==> src/design/pns_pkg.sv <==
// Shared constants and types for the two-nearest palette search.
`default_nettype none
package pns_pkg;

   // Default store depth
   localparam int DEFAULT_MAX_ENTRIES = 256;

   // Field widths
   localparam int CHAN_W   = 8;
   localparam int WEIGHT_W = 11;
   localparam int SQ_W     = 2 * CHAN_W;
   localparam int PROD_W   = SQ_W + WEIGHT_W;
   localparam int SUM_W    = PROD_W + 2;
   localparam int FRAC_W   = 10;
   localparam int ERR_W    = 16;
   localparam int WORD_W   = 4 * CHAN_W;
   localparam int SIZE_W   = 9;
   localparam int THR_W    = 8;
   localparam int OUT_IDX_W = 8;

   // Configuration port
   localparam int CSR_IDX_W  = 3;
   localparam int CSR_DATA_W = WEIGHT_W;

   localparam logic [CSR_IDX_W-1:0] REG_WEIGHT_RED    = 3'd0;
   localparam logic [CSR_IDX_W-1:0] REG_WEIGHT_GREEN  = 3'd1;
   localparam logic [CSR_IDX_W-1:0] REG_WEIGHT_BLUE   = 3'd2;
   localparam logic [CSR_IDX_W-1:0] REG_WEIGHT_ALPHA  = 3'd3;
   localparam logic [CSR_IDX_W-1:0] REG_USE_ALPHA     = 3'd4;
   localparam logic [CSR_IDX_W-1:0] REG_ALPHA_THRESH  = 3'd5;
   localparam logic [CSR_IDX_W-1:0] REG_PALETTE_SIZE  = 3'd6;

   // Register reset values (weights in Q1.10)
   localparam logic [WEIGHT_W-1:0] RST_WEIGHT_RED   = 11'd306;
   localparam logic [WEIGHT_W-1:0] RST_WEIGHT_GREEN = 11'd601;
   localparam logic [WEIGHT_W-1:0] RST_WEIGHT_BLUE  = 11'd117;
   localparam logic [WEIGHT_W-1:0] RST_WEIGHT_ALPHA = 11'd341;
   localparam logic [THR_W-1:0]    RST_ALPHA_THRESH = 8'd15;
   localparam logic [SIZE_W-1:0]   RST_PALETTE_SIZE = 9'd256;

   // Request codes
   localparam logic OP_LOAD  = 1'b0;
   localparam logic OP_QUERY = 1'b1;

   // Saturated error value
   localparam logic [ERR_W-1:0] ERR_SAT = 16'hFFFF;

   // Distance pipeline status toward the sequencer
   typedef struct packed {
      logic valid;   // out_err / out_tag hold a finished entry
      logic busy;    // some entry still inside the pipeline
   } dist_stat_type;

endpackage
`default_nettype wire

==> src/design/pns_dist.sv <==
// Three-stage weighted squared-distance unit, one palette entry per cycle.
`default_nettype none
module pns_dist #(
   parameter int TAG_W = 8
) (
   input  wire logic                          clock,
   input  wire logic                          reset,
   input  wire logic                          in_valid,
   input  wire logic [TAG_W-1:0]              in_tag,
   input  wire logic [pns_pkg::WORD_W-1:0]    in_entry,
   input  wire logic [pns_pkg::CHAN_W-1:0]    pix_red,
   input  wire logic [pns_pkg::CHAN_W-1:0]    pix_green,
   input  wire logic [pns_pkg::CHAN_W-1:0]    pix_blue,
   input  wire logic [pns_pkg::CHAN_W-1:0]    pix_alpha,
   input  wire logic [pns_pkg::WEIGHT_W-1:0]  weight_red,
   input  wire logic [pns_pkg::WEIGHT_W-1:0]  weight_green,
   input  wire logic [pns_pkg::WEIGHT_W-1:0]  weight_blue,
   input  wire logic [pns_pkg::WEIGHT_W-1:0]  weight_alpha,
   input  wire logic                          use_alpha,
   output logic      [TAG_W-1:0]              out_tag,
   output logic      [pns_pkg::ERR_W-1:0]     out_err,
   output pns_pkg::dist_stat_type             out_stat
);
   import pns_pkg::*;

   function automatic logic [SQ_W-1:0] sq_diff(input logic [CHAN_W-1:0] x,
                                               input logic [CHAN_W-1:0] y);
      logic [CHAN_W-1:0] d;
      d = (x > y) ? (x - y) : (y - x);
      return SQ_W'(d) * SQ_W'(d);
   endfunction

   // Entry word layout: alpha, red, green, blue from top byte down
   logic [CHAN_W-1:0] ent_b, ent_g, ent_r, ent_a;
   assign ent_b = in_entry[CHAN_W-1:0];
   assign ent_g = in_entry[2*CHAN_W-1:CHAN_W];
   assign ent_r = in_entry[3*CHAN_W-1:2*CHAN_W];
   assign ent_a = in_entry[4*CHAN_W-1:3*CHAN_W];

   // Stage 1: squared differences
   logic              v1_ff, v1_in;
   logic [TAG_W-1:0]  tag1_ff;
   logic [SQ_W-1:0]   sq_r_ff, sq_g_ff, sq_b_ff, sq_a_ff;
   // Stage 2: weighted terms
   logic              v2_ff, v2_in;
   logic [TAG_W-1:0]  tag2_ff;
   logic [PROD_W-1:0] pr_r_ff, pr_g_ff, pr_b_ff, pr_a_ff;
   // Stage 3: sum, drop fraction, saturate
   logic              v3_ff, v3_in;
   logic [TAG_W-1:0]  tag3_ff;
   logic [ERR_W-1:0]  err_ff, err_in;
   logic [SUM_W-1:0]  sum;
   logic [SUM_W-FRAC_W-1:0] whole;
   logic [WEIGHT_W-1:0] w_alpha_eff;

   assign v1_in = in_valid;
   assign v2_in = v1_ff;
   assign v3_in = v2_ff;

   assign w_alpha_eff = use_alpha ? weight_alpha : '0;

   always_comb begin
      sum = SUM_W'(pr_r_ff) + SUM_W'(pr_g_ff) + SUM_W'(pr_b_ff) + SUM_W'(pr_a_ff);
      whole = sum[SUM_W-1:FRAC_W];
      if (whole[SUM_W-FRAC_W-1:ERR_W] != '0) begin
         err_in = ERR_SAT;
      end else begin
         err_in = whole[ERR_W-1:0];
      end
   end

   always_ff @(posedge clock) begin
      if (reset) begin
         v1_ff <= 1'b0;
         v2_ff <= 1'b0;
         v3_ff <= 1'b0;
      end else begin
         v1_ff <= v1_in;
         v2_ff <= v2_in;
         v3_ff <= v3_in;
      end
   end

   always_ff @(posedge clock) begin
      tag1_ff <= in_tag;
      sq_r_ff <= sq_diff(ent_r, pix_red);
      sq_g_ff <= sq_diff(ent_g, pix_green);
      sq_b_ff <= sq_diff(ent_b, pix_blue);
      sq_a_ff <= sq_diff(ent_a, pix_alpha);

      tag2_ff <= tag1_ff;
      pr_r_ff <= PROD_W'(weight_red)   * PROD_W'(sq_r_ff);
      pr_g_ff <= PROD_W'(weight_green) * PROD_W'(sq_g_ff);
      pr_b_ff <= PROD_W'(weight_blue)  * PROD_W'(sq_b_ff);
      pr_a_ff <= PROD_W'(w_alpha_eff)  * PROD_W'(sq_a_ff);

      tag3_ff <= tag2_ff;
      err_ff  <= err_in;
   end

   assign out_tag        = tag3_ff;
   assign out_err        = err_ff;
   assign out_stat.valid = v3_ff;
   assign out_stat.busy  = v1_ff | v2_ff | v3_ff;

endmodule
`default_nettype wire

==> config.mk <==
export PLATFORM = sky130hd
export DESIGN_NAME = pns_dist
export DESIGN_NICKNAME = d
export VERILOG_FILES = /design/src/design/pns_pkg.sv /design/src/design/pns_dist.sv
export SDC_FILE = /design/constraint.sdc
export NUM_CORES = 2
export LEC_CHECK = 0
export BUFFER_PORTS_ARGS = -buffer_cell sky130_fd_sc_hd__buf_4
export CAP_MARGIN = 20
export CORE_MARGIN = 1
export CORE_UTILIZATION = 55
export CTS_CLUSTER_DIAMETER = 40
export CTS_CLUSTER_SIZE = 16
export DETAILED_ROUTE_END_ITERATION = 6
export GPL_TIMING_DRIVEN = 1
export PLACE_DENSITY = 0.74
export SLEW_MARGIN = 20
export SYNTH_ARGS = -nofsm -noshare
export SYNTH_HDL_FRONTEND = slang
export SYNTH_SLANG_ARGS = --single-unit
==> constraint.sdc <==
create_clock -name clock -period 8.55 [get_ports clock]
set_clock_uncertainty 0.1 [all_clocks]
set_input_delay 1.71 -clock clock [delete_from_list [all_inputs] [get_ports clock]]
set_output_delay 1.71 -clock clock [all_outputs]
set_load 0.05 [all_outputs]
==> run summary <==
Setup repair after global routing left no endpoint under its margin. The DRC violation count after routing came out at 6. The biggest area contributor in the post-synthesis netlist is fa_1.

The critical path data arrival time is 7.85 ns. The worst register-to-register path ends at pr_g_ff[25]. The Yosys step of the flow raised 0 warnings. The setup slack of the critical path after layout came out at 1.09 ns. The flow ran to the end, but the final reports show violations. The mapped netlist covers 36800 um2.

The startpoint identified for the worst register-to-register timing path is sq_g_ff[10]. After floorplanning, the core was divided into 94 placement rows. After clock tree synthesis, the clock-pin slew on the worst setup and hold paths is 0.06 ns. The width of the die is 261 um.

The routed wirelength normalized by instance count is 15.2 um. The tree built by TritonCTS fans out to 211 sinks. The average cell area after synthesis is 9.12 um2. The proportion of register bits with asynchronous set or reset after synthesis is 0%.

The worst setup slack for register-to-register paths came out at 2.28 ns. The count of TritonRoute iterations in the first routing pass came out at 7. The maximum clock path buffer count is 3.

The die is 261 um tall. The via density per instance came out at 5.28. The count of H-tree levels built during CTS came out at 2. The worst hold path cell count came out at 0. The clock tree from TritonCTS is yes. For the worst-skew pair, the clock arrives at the later sink with an insertion delay of 0.57 ns. Cells fill 60.7% of the core in the end.

The starting utilization of the core area is 55.8%. The number of gates resized after cts came out at 0. The overall via count from detail_route came out at 26600. The capturing element of the worst setup path is sq_b_ff[13]. For this design, the slowest cell found on the critical path is xnor2_1. The first-iteration detailed-routing DRC count is 1478. Synthesis produced a netlist whose cell count is 4040. The area of placed instances is 38700 um2. The final antenna-violating net count is 0. The first global-routing pass estimated 131000 um of wire. The highest cell delay on the worst timing path is 0.66 ns. With fillers left out, the area of the finished cells amounts to 40000 um2.

The classification of the worst setup path is in2reg. Among all flip-flop cells after synthesis, the most frequent one is dfxtp_1. The worst register-to-register path has a depth of 18. The count of buffers inserted at the top-level ports is 145.

The actual slew at the worst max-slew pin came out at 0.899 ns. In the synthesized netlist, the cells that appear most often are inv_1 (820), fa_1 (639), ha_1 (470), nand2_1 (410), and2_1 (258). OpenSTA, run right after detailed placement, puts the worst setup slack at 0.536 ns. The estimated wirelength of the detail-placed design came out at 63200 um. The total clock buffers created by CTS is 39. The final reports fail on design-rule violations. The largest net degree at the start of global routing came out at 79. Summed over all layers, the routed wires come to 76600 um. The number of failing setup endpoints in the final timing report is 0.

The area inside the core boundary is 66000 um2. The summed negative setup slack over all endpoints is 0 ns. The total grt overflow came out at 0. The final period utilization came out at 87.3%. Across the run, the number of max-cap violations was 0. The required time of the critical path came out at 8.93 ns. Across every metal layer, demand over resource in global routing totals 23.9%. The hold-fix buffer count after cts came out at 0. The fraction of final layout cells sized beyond drive strength 1 came out at 6.90%. The number of antenna violations at the first check in global routing is 5. The number of setup buffers added after CTS is 0. The number of pins with negative max-slew slack in the final report is 0. The clock root buffer is clkbuf_16.

The startpoint class of the critical path is a primary input. In the final design database the tool counted 5359 nets. The final critical-path required period is 7.46 ns. In this run the count of I/O pins placed on the die edge is 146. The top-area cell type share of the netlist area is 34.7%. The floorplan step defined a die boundary enclosing 68000 um2. The worst slew margin relative to its limit came out at 39.7%.

In this run the worst path has a maximum fanout of 9. In the post-synthesis netlist, the biggest area contributors are fa_1 (35%), ha_1 (16%), dfxtp_1 (11%), inv_1 (8.4%), and2_1 (4.4%). The hold violation count in the final report is 0. The maximum frequency from static timing analysis came out at 134 MHz. The leading cell type by number of instances after synthesis is inv_1.

The via count of the first global-routing pass was 27600. The area added between synthesis and finish is 8.73%. The class of the most critical hold timing path is reg2reg. The beginning of the critical path is in_entry[0]. The count of flip-flops with a built-in enable after synthesis came out at 0. Of the synthesized area, sequential elements account for 11.5%. The final weighted congestion of routability-driven global placement came out at 0.902. The total of flip-flops plus latches after synthesis is 211. The unique cell type count in the Yosys netlist came out at 86. STA classifies the critical path endpoint as a flop.
-- placed cells by master (no fill, tap or decap), types with 22 or more instances in the layout --
| master | count |
|---|---|
| xnor2_1 | 134 |
| clkbuf_16 | 39 |
| nand3_1 | 26 |
| nand2_1 | 410 |
| buf_4 | 161 |
| o21ai_0 | 58 |
| a21oi_1 | 155 |
| fa_1 | 639 |
| conb_1 | 22 |
| mux2i_1 | 26 |
| and2_1 | 258 |
| xor2_1 | 43 |
| nor2_1 | 187 |
| nor3_1 | 36 |
| o21bai_1 | 43 |
| a21o_1 | 63 |
| inv_1 | 820 |
| ha_1 | 470 |
| nor2b_1 | 32 |
| dfxtp_1 | 211 |
| and3_1 | 76 |
-- routing by layer --
metal	GRT usage [%]	share of wire [%]	up-vias
met3	3.41	5.6	136
li1	-	-	12700
met2	40.1	49	601
met1	31.7	43	13200
met4	7.36	2.7	4
met5	0	0.042	-
-- through the flow --
step,hold WS (ns),instances
detailed placement,0.212,4953
floorplan,0.210,4060
finish,0.226,5026
global route,0.231,5026
global placement,0.210,4953
CTS,0.226,5025
-- cell type report --
type / count / area [um2]
antenna: 1 / 2.50
clock buffer: 41 / 993
clock inverter: 31 / 364
fill: 5586 / 25900
inverter: 820 / 3080
multi-input combinational: 2897 / 29100
sequential: 211 / 4220
tap: 864 / 1080
timing repair buffer: 161 / 1210
-- sequential cells by signal, summed over array words and instances, names as in the netlist, 15 cells and up --
signal and cells:
pr_r_ff 27, sq_r_ff 15, pr_g_ff 27, pr_a_ff 27, sq_a_ff 15, sq_g_ff 15
out_err 16, sq_b_ff 15, pr_b_ff 27
-- worst min-delay path by stage --
stage                from    endpoint  slack, ns
2_1_floorplan  tag2_ff[0]  out_tag[0]       0.21
3_3_place_gp   tag2_ff[2]  out_tag[2]       0.21
3_5_place_dp   tag2_ff[1]  out_tag[1]       0.21
4_1_cts        tag2_ff[6]  out_tag[6]       0.23
5_1_grt        tag1_ff[0]  tag2_ff[0]       0.23
6_report       tag2_ff[6]  out_tag[6]       0.23
-- worst max-delay path: cells and delay by family --
family | cells | cell delay [ns]
and+or+nand+nor | 4 | 0.53
AOI/OAI and AO/OA | 10 | 1.83
buffers and inverters | 5 | 0.30
xor gates and xnor gates | 2 | 0.79
adders and majority gates | 7 | 2.54
muxes | 1 | 0.15
-- logic make-up (layout without fill, tap and decap cells) --
group | count (synthesis) | after routing | synth area share, %
compound gates | 436 | 436 | 7.87
mux | 29 | 29 | 0.805
xor+xnor | 182 | 182 | 4.46
flops | 211 | 211 | 11.5
other cells | 2 | 23 | 0.0204
fa+ha+maj | 1109 | 1109 | 50.7
simple gates | 1119 | 1119 | 14.9
buf+inv | 952 | 1053 | 9.74
Power is not shown: default switching activity piles up to over one toggle a cycle in this logic, so the estimate is an artifact.
